===== config.mk =====
export PLATFORM = sky130hd
export DESIGN_NAME = ppp_outbuf
export DESIGN_NICKNAME = d
export VERILOG_FILES = /design/src/ppp_pkg.sv /design/src/ppp_outbuf.sv
export SDC_FILE = /design/constraint.sdc
export NUM_CORES = 1
export LEC_CHECK = 0
export ABC_AREA = 1
export BUFFER_PORTS_ARGS = -buffer_cell sky130_fd_sc_hd__buf_2
export CAP_MARGIN = 20
export CORE_MARGIN = 2
export CORE_UTILIZATION = 40
export CTS_BUF_LIST = sky130_fd_sc_hd__clkbuf_4
export CTS_CLUSTER_DIAMETER = 120
export CTS_CLUSTER_SIZE = 12
export DETAILED_ROUTE_END_ITERATION = 8
export PLACE_DENSITY = 0.66
export SETUP_SLACK_MARGIN = 0.3
export SLEW_MARGIN = 20
export SYNTH_ARGS = -nofsm -noshare
export SYNTH_HDL_FRONTEND = slang
export SYNTH_SLANG_ARGS = --single-unit

===== constraint.sdc =====
create_clock -name clk -period 2.25 [get_ports clk]
set_input_delay 0.1125 -clock clk [delete_from_list [all_inputs] [get_ports clk]]
set_output_delay 0.1125 -clock clk [all_outputs]
set_load 0.05 [all_outputs]

===== src/ppp_pkg.sv =====
// shared widths, types, register indexes and reset values for the perspective point projection core
// used by every module of the block; depends on nothing
`timescale 1ns / 1ps
`default_nettype none

package ppp_pkg;

	// screen coordinate width
	localparam int COORD_BITS = 16;

	localparam int PT_W      = 16;
	localparam int TRIG_W    = 16;
	localparam int RAD_W     = 15;
	localparam int FRAC_BITS = 15;
	localparam int PROD_FRAC = 30;
	localparam int PROD_W    = 32;
	localparam int XV_W      = 33;
	localparam int WIDE_W    = 48;
	localparam int XMAG_W    = 32;
	localparam int MAG_W     = 47;
	localparam int Y_SPLIT   = 24;
	localparam int PYL_W     = RAD_W + Y_SPLIT;
	localparam int PYH_W     = RAD_W + MAG_W - Y_SPLIT;
	localparam int NUM_MIN_W = 62;
	localparam int DIV_W     = (MAG_W + COORD_BITS > NUM_MIN_W) ?
		MAG_W + COORD_BITS : NUM_MIN_W;

	localparam int IN_DATA_W  = 3 * PT_W;
	localparam int OUT_DATA_W = ((2 * COORD_BITS + 7) / 8) * 8;
	localparam int CFG_IDX_W  = 3;
	localparam int CFG_DATA_W = 16;

	localparam logic [CFG_IDX_W-1:0] REG_SIN_THETA       = CFG_IDX_W'(0);
	localparam logic [CFG_IDX_W-1:0] REG_COS_THETA       = CFG_IDX_W'(1);
	localparam logic [CFG_IDX_W-1:0] REG_SIN_PHI         = CFG_IDX_W'(2);
	localparam logic [CFG_IDX_W-1:0] REG_COS_PHI         = CFG_IDX_W'(3);
	localparam logic [CFG_IDX_W-1:0] REG_VIEW_RADIUS     = CFG_IDX_W'(4);
	localparam logic [CFG_IDX_W-1:0] REG_SCREEN_DISTANCE = CFG_IDX_W'(5);

	typedef logic signed [PT_W-1:0]       pt_t;
	typedef logic signed [TRIG_W-1:0]     trig_t;
	typedef logic        [RAD_W-1:0]      ulen_t;
	typedef logic signed [PROD_W-1:0]     prod_t;
	typedef logic signed [XV_W-1:0]       xv_t;
	typedef logic signed [WIDE_W-1:0]     wide_t;
	typedef logic        [XMAG_W-1:0]     xmag_t;
	typedef logic        [MAG_W-1:0]      mag_t;
	typedef logic        [PYL_W-1:0]      pyl_t;
	typedef logic        [PYH_W-1:0]      pyh_t;
	typedef logic        [DIV_W-1:0]      num_t;
	typedef logic        [COORD_BITS-1:0] qmag_t;
	typedef logic signed [COORD_BITS-1:0] coord_t;
	typedef logic        [OUT_DATA_W-1:0] out_data_t;

	typedef struct packed {
		trig_t sin_theta;
		trig_t cos_theta;
		trig_t sin_phi;
		trig_t cos_phi;
		ulen_t view_radius;
		ulen_t screen_distance;
	} ppp_cfg_t;

	typedef struct packed {
		prod_t sp_ct;
		prod_t sp_st;
		prod_t cp_ct;
		prod_t cp_st;
	} ppp_trig_t;

	// control that travels with each beat through the pipe
	typedef struct packed {
		logic valid;
		logic front;
		logic neg_x;
		logic neg_y;
		logic ovf_x;
		logic ovf_y;
	} ppp_ctl_t;

	typedef struct packed {
		logic   in_front;
		coord_t screen_y;
		coord_t screen_x;
	} ppp_res_t;

	localparam ppp_cfg_t CFG_RESET = '{
		sin_theta:       trig_t'(0),
		cos_theta:       trig_t'(32767),
		sin_phi:         trig_t'(0),
		cos_phi:         trig_t'(32767),
		view_radius:     ulen_t'(1000),
		screen_distance: ulen_t'(800)
	};

	localparam ppp_trig_t TRIG_RESET = '{
		sp_ct: prod_t'(CFG_RESET.sin_phi) * prod_t'(CFG_RESET.cos_theta),
		sp_st: prod_t'(CFG_RESET.sin_phi) * prod_t'(CFG_RESET.sin_theta),
		cp_ct: prod_t'(CFG_RESET.cos_phi) * prod_t'(CFG_RESET.cos_theta),
		cp_st: prod_t'(CFG_RESET.cos_phi) * prod_t'(CFG_RESET.sin_theta)
	};

	localparam coord_t COORD_MAX = coord_t'({1'b0, {(COORD_BITS-1){1'b1}}});
	localparam coord_t COORD_MIN = coord_t'({1'b1, {(COORD_BITS-1){1'b0}}});

endpackage

`default_nettype wire


===== src/ppp_outbuf.sv =====
// two-entry output buffer that decouples the pipe from the result stream
// depends on ppp_pkg
`timescale 1ns / 1ps
`default_nettype none

module ppp_outbuf (
	input  logic              clk,
	input  logic              arst_n,
	input  logic              push,
	input  ppp_pkg::ppp_res_t push_res,
	output logic              room,
	output logic              out_valid,
	input  logic              out_ready,
	output ppp_pkg::ppp_res_t out_res
);

	ppp_pkg::ppp_res_t slot_q [0:1];
	logic              wr_ptr_q, rd_ptr_q;
	logic [1:0]        cnt_q;
	logic              pop;

	assign out_valid = cnt_q != 2'd0;
	assign room      = cnt_q != 2'd2;
	assign pop       = out_valid && out_ready;
	assign out_res   = slot_q[rd_ptr_q];

	always_ff @(posedge clk or negedge arst_n) begin
		if (!arst_n) begin
			wr_ptr_q <= 1'b0;
			rd_ptr_q <= 1'b0;
			cnt_q    <= 2'd0;
		end else begin
			if (push) begin
				wr_ptr_q <= !wr_ptr_q;
			end
			if (pop) begin
				rd_ptr_q <= !rd_ptr_q;
			end
			if (push && !pop) begin
				cnt_q <= cnt_q + 2'd1;
			end else if (pop && !push) begin
				cnt_q <= cnt_q - 2'd1;
			end
		end
	end

	always_ff @(posedge clk) begin
		if (push) begin
			slot_q[wr_ptr_q] <= push_res;
		end
	end

endmodule

`default_nettype wire


==> impl_metrics.json <==
{
  "status": "complete, no violations",
  "finalHoldViolations": 0,
  "synth-main-ff-cell": "edfxtp_1",
  "post-route-min-period_ns": 1.73,
  "rsz0062_at_grt": "no",
  "critPathSlowestCell": "dfrtp_2",
  "rows": 29,
  "worst_pin_slew_ns": 0.467,
  "clock_sink_count": 70,
  "vdd_drop_max_mv": 0.714,
  "clk_latency_ns": 0.39,
  "cts_tree": "built",
  "multiInputGateArea_um2": 504,
  "drtIter0Drc": 47,
  "required_ns": 2.14,
  "post_drt_wl_per_cell_um": 12.5,
  "crit_type": "register to primary output",
  "crit_family": "flip-flops",
  "fmax_mhz": 577,
  "critPathMostFrequentCell": "nand2_1",
  "path_clk_slew_ns": 0.11,
  "grt_pass1_vias": 1845,
  "maxCapViolations": 0,
  "synth-seq-cells": 70,
  "vias_per_cell": 4.55,
  "worstPathCellList": "inv_8 > nand2_1 > nand2_1 > buf_2",
  "boundaryPins": 72,
  "fin_setup_tns_ns": 0,
  "p_per_area_nw_per_um2": 1390,
  "die_w_um": 86.3,
  "finish.net_count": 354,
  "slew_viol_final": 0,
  "critPathBufInv": 2,
  "grt_max_degree": 35,
  "firstDrtPassIters": 4,
  "worstSetupStartpointType": "register",
  "cts_max_level": 3,
  "via_count": 1812,
  "antenna_found_initial": 0,
  "start_util_pct": 41.9,
  "core_um2": 6460,
  "design.die.area_um2": 7440,
  "drive_gt1_share_pct": 34.0,
  "synthDistinctLibCells": 15,
  "ys_warn_count": 0,
  "worst-path-max-fanout": 34,
  "seq_area_um2": 2080,
  "synth_area_um2": 2710,
  "finalCritPeriodShare_pct": 77.1,
  "p_total_mw": 5.05,
  "overflow": 0,
  "routed_wl_um": 4960,
  "syn_avg_cell_area_um2": 13.5,
  "relSlewSlack_pct": 68.9,
  "crit_arrival_ns": 1.62,
  "dp_hpwl_um": 3100,
  "port_buffers": 71,
  "diodes": 0,
  "setup_viol": 0,
  "grt_usage_pct": 14.7,
  "die_h_um": 86.3,
  "synth-edff-count": 66,
  "ant_nets": 0,
  "ys_seq_area_share_pct": 76.9,
  "cts_made_buffers": 9,
  "clock_path_buffers": 2,
  "place.gp.congestion": 0.666,
  "leakage_nw": 1.59,
  "crit_path_end_kind": "primary output",
  "synthArstFlopShare_pct": 5.71,
  "drc": 0,
  "max_stage_delay_ns": 0.55,
  "grt_pass1_wl_um": 8220,
  "syn_nets": 238,
  "skew_ns": 0.0100,
  "hp-class": "primary input to async pin",
  "fill_cells": 537,
  "postSynthCellCount": 200,
  "cts-root-buf": "clkbuf_4",
  "area_delta_synth_final_pct": 34.0
}
stage by stage:
| step | utilization [%] | cells | setup WS (ns) | hold slack [ns] | area [um^2] |
|---|---|---|---|---|---|
| after floorplan | - | 200 | 0.560 | -0.183 | 2710 |
| after global placement | 48.1 | 346 | 0.750 | -0.0730 | 3110 |
| after detailed placement | 48.1 | 346 | 0.722 | -0.0720 | 3110 |
| after CTS | 56.2 | 398 | 0.455 | 0.0188 | 3630 |
| after global routing | 56.2 | 398 | 0.369 | 0.0309 | 3630 |
| final | 56.2 | 398 | 0.516 | 0.0358 | 3630 |
flip-flops by register name, summed over array words and instances (netlist names):
name and count:
wr_ptr_q 1, rd_ptr_q 1, cnt_q 2, slot_q 66
timing repair:
action | in CTS | in global routing
endpoints found under the setup margin | 22 | 0
hold buffers | 36 | 0
hold endpoints to repair | 72 | 0
gates resized for setup | 1 | 0
buffers inserted | 0 | 0
routing by layer:
layer | GRT usage [%] | up-vias | wire [um]
met5 | 0 | - | 0
met4 | 7.53 | 0 | 112
met3 | 3.90 | 12 | 266
met2 | 25.0 | 62 | 2520
met1 | 17.1 | 839 | 2060
li1 | - | 899 | -
logic make-up after synthesis:
| group | after synthesis | share of synthesized area [%] |
|---|---|---|
| and+or+nand+nor | 113 | 17.2 |
| adders and majority gates | 1 | 0.462 |
| DFF | 70 | 76.9 |
| xor gates and xnor gates | 2 | 0.647 |
| buffers and inverters | 14 | 4.76 |
where the power goes:
group	internal [mW]	total, mW	switching (mW)
sequential	1.73	1.86	0.127
combinational	0.514	2.32	1.80
clock	0.470	0.875	0.405
synthesized netlist by cell type (2+ instances only):
library cell / number / area [um^2]
inv_1: 6 / 22.5
buf_6: 3 / 33.8
dfrtp_1: 4 / 100
clkbuf_8: 3 / 41.3
edfxtp_1: 66 / 1980
nand3_1: 2 / 10.0
nand2_1: 94 / 353
nand2_2: 15 / 93.8
path summary, 6_finish.rpt:
path / startpoint / end / slack [ns] / cells after the start
max reg2reg: wr_ptr_q$_DFFE_PN0P_ / slot_q[0][3]$_DFFE_PP_ / 0.92 / 2
min reg2reg: cnt_q[0]$_DFFE_PN0P_ / cnt_q[0]$_DFFE_PN0P_ / 0.51 / 1
min: arst_n / cnt_q[1]$_DFFE_PN0P_ / 0.04 / 2
max in group asynchronous: arst_n / rd_ptr_q$_DFFE_PN0P_ / 2.07 / 2
min in group clk: push_res[15] / slot_q[0][15]$_DFFE_PP_ / 0.44 / 2
max: rd_ptr_q$_DFFE_PN0P_ / out_res[23] / 0.52 / 4
layout by cell type (no fill, tap or decap), drive strengths merged:
cell type and instances:
nand2 109, buf 76, edfxtp 66, dlygate4sd3 36, clkbuf 11, inv 7, dfrtp 4, clkinv 3
nand3 2, bufinv 2, nor2 1, xnor2 1, xor2 1, nand4 1, ha 1
final cells by class:
cell class / instances / share of cell area [%]
Sequential cell: 70 / 57.4
Timing Repair Buffer: 112 / 20.8
Multi-Input combinational cell: 116 / 13.9
Tap cell: 77 / 2.66
Clock buffer: 11 / 2.28
Clock inverter: 5 / 2.04
Inverter: 7 / 0.931
No activity file was read; power rests on OpenSTA's default activity.
