### src/ppp_pkg.sv
// shared widths, types, register indexes and reset values for the perspective point projection core
// used by every module of the block; depends on nothing
`timescale 1ns / 1ps
`default_nettype none

package ppp_pkg;

	// screen coordinate width
	localparam int COORD_BITS = 16;

	localparam int PT_W      = 16;
	localparam int TRIG_W    = 16;
	localparam int RAD_W     = 15;
	localparam int FRAC_BITS = 15;
	localparam int PROD_FRAC = 30;
	localparam int PROD_W    = 32;
	localparam int XV_W      = 33;
	localparam int WIDE_W    = 48;
	localparam int XMAG_W    = 32;
	localparam int MAG_W     = 47;
	localparam int Y_SPLIT   = 24;
	localparam int PYL_W     = RAD_W + Y_SPLIT;
	localparam int PYH_W     = RAD_W + MAG_W - Y_SPLIT;
	localparam int NUM_MIN_W = 62;
	localparam int DIV_W     = (MAG_W + COORD_BITS > NUM_MIN_W) ?
		MAG_W + COORD_BITS : NUM_MIN_W;

	localparam int IN_DATA_W  = 3 * PT_W;
	localparam int OUT_DATA_W = ((2 * COORD_BITS + 7) / 8) * 8;
	localparam int CFG_IDX_W  = 3;
	localparam int CFG_DATA_W = 16;

	localparam logic [CFG_IDX_W-1:0] REG_SIN_THETA       = CFG_IDX_W'(0);
	localparam logic [CFG_IDX_W-1:0] REG_COS_THETA       = CFG_IDX_W'(1);
	localparam logic [CFG_IDX_W-1:0] REG_SIN_PHI         = CFG_IDX_W'(2);
	localparam logic [CFG_IDX_W-1:0] REG_COS_PHI         = CFG_IDX_W'(3);
	localparam logic [CFG_IDX_W-1:0] REG_VIEW_RADIUS     = CFG_IDX_W'(4);
	localparam logic [CFG_IDX_W-1:0] REG_SCREEN_DISTANCE = CFG_IDX_W'(5);

	typedef logic signed [PT_W-1:0]       pt_t;
	typedef logic signed [TRIG_W-1:0]     trig_t;
	typedef logic        [RAD_W-1:0]      ulen_t;
	typedef logic signed [PROD_W-1:0]     prod_t;
	typedef logic signed [XV_W-1:0]       xv_t;
	typedef logic signed [WIDE_W-1:0]     wide_t;
	typedef logic        [XMAG_W-1:0]     xmag_t;
	typedef logic        [MAG_W-1:0]      mag_t;
	typedef logic        [PYL_W-1:0]      pyl_t;
	typedef logic        [PYH_W-1:0]      pyh_t;
	typedef logic        [DIV_W-1:0]      num_t;
	typedef logic        [COORD_BITS-1:0] qmag_t;
	typedef logic signed [COORD_BITS-1:0] coord_t;
	typedef logic        [OUT_DATA_W-1:0] out_data_t;

	typedef struct packed {
		trig_t sin_theta;
		trig_t cos_theta;
		trig_t sin_phi;
		trig_t cos_phi;
		ulen_t view_radius;
		ulen_t screen_distance;
	} ppp_cfg_t;

	typedef struct packed {
		prod_t sp_ct;
		prod_t sp_st;
		prod_t cp_ct;
		prod_t cp_st;
	} ppp_trig_t;

	// control that travels with each beat through the pipe
	typedef struct packed {
		logic valid;
		logic front;
		logic neg_x;
		logic neg_y;
		logic ovf_x;
		logic ovf_y;
	} ppp_ctl_t;

	typedef struct packed {
		logic   in_front;
		coord_t screen_y;
		coord_t screen_x;
	} ppp_res_t;

	localparam ppp_cfg_t CFG_RESET = '{
		sin_theta:       trig_t'(0),
		cos_theta:       trig_t'(32767),
		sin_phi:         trig_t'(0),
		cos_phi:         trig_t'(32767),
		view_radius:     ulen_t'(1000),
		screen_distance: ulen_t'(800)
	};

	localparam ppp_trig_t TRIG_RESET = '{
		sp_ct: prod_t'(CFG_RESET.sin_phi) * prod_t'(CFG_RESET.cos_theta),
		sp_st: prod_t'(CFG_RESET.sin_phi) * prod_t'(CFG_RESET.sin_theta),
		cp_ct: prod_t'(CFG_RESET.cos_phi) * prod_t'(CFG_RESET.cos_theta),
		cp_st: prod_t'(CFG_RESET.cos_phi) * prod_t'(CFG_RESET.sin_theta)
	};

	localparam coord_t COORD_MAX = coord_t'({1'b0, {(COORD_BITS-1){1'b1}}});
	localparam coord_t COORD_MIN = coord_t'({1'b1, {(COORD_BITS-1){1'b0}}});

endpackage

`default_nettype wire

### src/ppp_cfg.sv
// view registers and the four registered angle products
// depends on ppp_pkg
`timescale 1ns / 1ps
`default_nettype none

module ppp_cfg (
	input  logic                              clk,
	input  logic                              arst_n,
	input  logic                              wr_en,
	input  logic [ppp_pkg::CFG_IDX_W-1:0]     wr_index,
	input  logic [ppp_pkg::CFG_DATA_W-1:0]    wr_data,
	output ppp_pkg::ppp_cfg_t                 cfg,
	output ppp_pkg::ppp_trig_t                trig
);

	ppp_pkg::ppp_cfg_t  cfg_q;
	ppp_pkg::ppp_trig_t trig_q;

	always_ff @(posedge clk or negedge arst_n) begin
		if (!arst_n) begin
			cfg_q <= ppp_pkg::CFG_RESET;
		end else if (wr_en) begin
			case (wr_index)
				ppp_pkg::REG_SIN_THETA: begin
					cfg_q.sin_theta <= ppp_pkg::trig_t'(wr_data);
				end
				ppp_pkg::REG_COS_THETA: begin
					cfg_q.cos_theta <= ppp_pkg::trig_t'(wr_data);
				end
				ppp_pkg::REG_SIN_PHI: begin
					cfg_q.sin_phi <= ppp_pkg::trig_t'(wr_data);
				end
				ppp_pkg::REG_COS_PHI: begin
					cfg_q.cos_phi <= ppp_pkg::trig_t'(wr_data);
				end
				ppp_pkg::REG_VIEW_RADIUS: begin
					cfg_q.view_radius <= wr_data[ppp_pkg::RAD_W-1:0];
				end
				ppp_pkg::REG_SCREEN_DISTANCE: begin
					cfg_q.screen_distance <= wr_data[ppp_pkg::RAD_W-1:0];
				end
				default: begin
				end
			endcase
		end
	end

	// Q2.30 products, registered from the view registers
	always_ff @(posedge clk or negedge arst_n) begin
		if (!arst_n) begin
			trig_q <= ppp_pkg::TRIG_RESET;
		end else begin
			trig_q.sp_ct <= ppp_pkg::prod_t'(cfg_q.sin_phi) * ppp_pkg::prod_t'(cfg_q.cos_theta);
			trig_q.sp_st <= ppp_pkg::prod_t'(cfg_q.sin_phi) * ppp_pkg::prod_t'(cfg_q.sin_theta);
			trig_q.cp_ct <= ppp_pkg::prod_t'(cfg_q.cos_phi) * ppp_pkg::prod_t'(cfg_q.cos_theta);
			trig_q.cp_st <= ppp_pkg::prod_t'(cfg_q.cos_phi) * ppp_pkg::prod_t'(cfg_q.sin_theta);
		end
	end

	assign cfg  = cfg_q;
	assign trig = trig_q;

endmodule

`default_nettype wire

### config.mk
export PLATFORM = sky130hd
export DESIGN_NAME = ppp_cfg
export DESIGN_NICKNAME = d
export VERILOG_FILES = /design/src/ppp_pkg.sv /design/src/ppp_cfg.sv
export SDC_FILE = /design/constraint.sdc
export NUM_CORES = 2
export LEC_CHECK = 0
export BUFFER_PORTS_ARGS = -buffer_cell sky130_fd_sc_hd__buf_2
export CAP_MARGIN = 20
export CORE_UTILIZATION = 30
export DETAILED_ROUTE_END_ITERATION = 12
export GPL_TIMING_DRIVEN = 0
export SLEW_MARGIN = 0
export SYNTH_ARGS = -nofsm -noshare
export SYNTH_HDL_FRONTEND = slang
export SYNTH_SLANG_ARGS = --single-unit
### constraint.sdc
create_clock -name clk -period 7.66 [get_ports clk]
set_input_delay 1.149 -clock clk [delete_from_list [all_inputs] [get_ports clk]]
set_output_delay 1.149 -clock clk [all_outputs]
set_load 0.05 [all_outputs]
==> summary.md <==
| Metric | Value |
|---|---|
| Status | complete, no violations |
| Syn Inst Count | 4721 |
| First-pass GRT wire length | 233000 um |
| Post-Synthesis Cell Area | 46300 um^2 |
| Top-count cell post-synth | inv_1 |
| Core footprint | 153000 um^2 |
| Reg2reg path depth | 22 |
| Initial Utilization | 30.4% |
| Worst r2r src | cfg[37] |
| Routed len/inst | roughly 22 um |
| Vias in the first global route | 36026 |
| Final Hold Fails | 0 |
| Dpl hpwl | approximately 130000 um |
| Net Count, Synth | 6119 |
| Crit path largest cell delay | 0.91 ns |
| Reg2reg setup slack | 0.27 ns |
| Worst hold slack | 0.333 ns |
| Die Area | 156000 um^2 |
| # IOs | 244 |
| Period minus WS final | 7.39 ns |
| Slew at the pin closest to its max-slew limit | 1.19 ns |
| RR Endpoint | trig[31] |
| Total GRT Usage | 20.3% |
| Number of flops mapped to enable cells by yosys | 0 |
| Clk sinks | 222 |
| Core Rows | approximately 140 |
| Max capacitance violation total | 0 |
| Via density | roughly 4.8 |
| Placer Congestion | 0.978 |
| GRT overflow | 0 |
| Number of library cell types mapped by synthesis | 79 |
| Worst EP required | 8.18 ns |
| Worst hold path class | primary input to async pin |
| Asr flop ratio synth | 100% |
| Ys Warns | 0 |
| 1st-iter DRT viols | 2340 |
| Layout cell share with drive strength beyond 1 | between 10% and 20% |
| Kind of cell adding the most delay to the critical path | adder cells |
| Critical Path, Cell by Cell | clkbuf_4 -> and2_1 -> fa_1 -> inv_1 -> fa_1 -> fa_1 -> inv_1 -> fa_1 -> fa_1 -> inv_1 -> fa_1 -> inv_1 -> ha_1 -> and3_1 -> and2_1 -> o211ai_1 -> a311oi_2 -> nor2_1 -> a211o_1 -> a31oi_2 -> mux2i_1 -> nand4_1 |
| TritonCTS clock tree | done |
| FMAX | 135 MHz |
| CTS root buffer | clkbuf_16 |
| Synth area leaders | fa_1, inv_1, dfrtp_1 |
| DR vias | 33707 |
| Crit. Startpoint | cfg[37] |
| Post-CTS Setup Bufs | 0 |
| Fin crit share | 96.5% |
| Drt pass-1 iters | 5 |
| Arrival time worst endpoint | 7.91 ns |
| Largest net degree at the start of global routing | 110 |
| Worst path buffer plus inverter count | 5 |
| CTS Buf Count | 29 |
| Endpoints failing setup | 0 |
| Remaining DRCs | 0 |
| Fillers | 15855 |
| CP endpoint kind | register |
| Prevailing post-synth register cell | dfrtp_1 |
| Post-synth top cells | inv_1, fa_1, nand2_1, and2_1, ha_1 |
| Max Slew Vio Count | 0 |
| Post-synth top area cell | fa_1 |
| Clock skew | approximately 0.021 ns |
| Area grow syn2layout | 10.6% |
| IO buf count | about 240 |
| #FFs+latches synth | 222 |
| Antenna violations before repair | 21 |
| Slew headroom | between 20 and 25% |
| Clock transition at path regs | around 0.060 ns |
| Post-route cell area | between 50000 and 60000 um^2 |
| Cts hold-fix bufs | 0 |
| WL final | 155000 um |
| CP dominant cell by count | fa_1 |
| Synth top area share | 45.3% |
| RSZ-0062 raised after global routing | false |
| Total negative setup slack | 0 ns |
| Die Span Y | 395 um |
| Htree depth | 1 |
| CP max stage cell | dfstp_2 |
| Placement Cell Area | 50200 um^2 |
| Bufs on Longest Clock Path | 3 |
| Final ANT Viol Nets | 0 |
| Crit Path Class | register to register |
| Nets@finish | 6393 |
| Die width | 395 um |
| Critical Path Start Type | register |
| Sequential cell area fraction in the yosys report | 12.1% |
| Mean Syn Cell Area | 9.81 um^2 |
| CP max FO | 16 |
| Clock Latency Late Sink | approximately 0.66 ns |
## sequential cells by signal, summed over array words and instances, names as in the netlist
signal,cells
trig,128
cfg,94
## per-stage QoR
| step | utilization (%) | std cells | setup WS (ns) |
|---|---|---|---|
| finish | 33.6 | 7051 | 0.266 |
| global route | 33.6 | 7047 | 0.00478 |
| CTS | 33.5 | 7050 | 0.0180 |
| detailed placement | 32.9 | 6998 | -0.644 |
| global placement | 32.8 | 6993 | -0.592 |
| floorplan | - | 4721 | 1.16 |
## worst max-delay path by stage
stage,slack (ns),cells after the start,endpoint
detailed placement,-0.64,21,trig[126]
finish,0.27,22,trig[31]
floorplan,1.16,20,trig[95]
CTS,0.02,21,trig[126]
global placement,-0.59,21,trig[126]
global route,0.005,20,trig[31]
## routing by layer
metal,up-vias,track usage [%],part of all wire (%)
li1,14412,-,-
met1,17708,26.9,40
met2,1367,32.3,46
met3,214,6.03,11
met4,6,4.64,2.7
met5,-,1.48,0.23
## worst register-to-register path, cell delays in order, from the launching register on
cell and delay, ns:
dfstp_2 0.91, clkbuf_4 0.49, and2_1 0.20, fa_1 0.41
inv_1 0.11, fa_1 0.45, fa_1 0.52, inv_1 0.06
fa_1 0.49, fa_1 0.49, inv_1 0.05, fa_1 0.49
inv_1 0.04, ha_1 0.35, and3_1 0.20, and2_1 0.26
o211ai_1 0.21, a311oi_2 0.46, nor2_1 0.21, a211o_1 0.33
a31oi_2 0.23, mux2i_1 0.21, nand4_1 0.10
## kinds of logic (layout without fill, tap and decap cells)
| kind of cell | count (synthesis) | count (layout) | synth area share (%) |
|---|---|---|---|
| XOR/XNOR | 134 | 134 | 2.53 |
| other | 0 | 4 | 0 |
| flip-flops | 222 | 222 | 12.1 |
| AND/OR/NAND/NOR | 1236 | 1236 | 13.4 |
| AO/OA/AOI/OAI | 293 | 293 | 4.41 |
| adder cells (fa/ha/maj) | 1376 | 1376 | 54.1 |
| buffers and inverters | 1365 | 1661 | 11.1 |
| multiplexers | 95 | 95 | 2.30 |
## cell type report
class	count	area, um^2	area share, %
repair buffers	247	1310	2.56
flip-flops and latches	222	5620	11.0
multi-input cells	3134	35600	69.5
clock buffers	35	768	1.50
diodes	4	10.0	0.0195
plain buffers	199	812	1.58
clock inverters	18	190	0.371
inverters	1162	4370	8.52
well taps	2030	2540	4.96
## cell usage in the layout, fill, tap and decap left out, types with 44 or more instances in the layout
cell type  Yosys  layout
inv_1       1160    1160
a21oi_1       81      81
nand2_1      508     508
nor2_1        98      98
buf_2          0     241
mux2_2        92      92
fa_1        1048    1046
ha_1         328     328
dfrtp_1      168     167
clkbuf_2       0      44
dfstp_2       54      54
clkbuf_1     201     155
and2_1       500     500
xnor2_1      102     102
## timing repair
| item | CTS | global route |
|---|---|---|
| gates resized for setup | 13 | 98 |
| endpoints found under the setup margin | 5 | 15 |
| pin swaps | 0 | 0 |
Power is not shown: default switching activity piles up to over one toggle a cycle in this logic, so the estimate is an artifact.
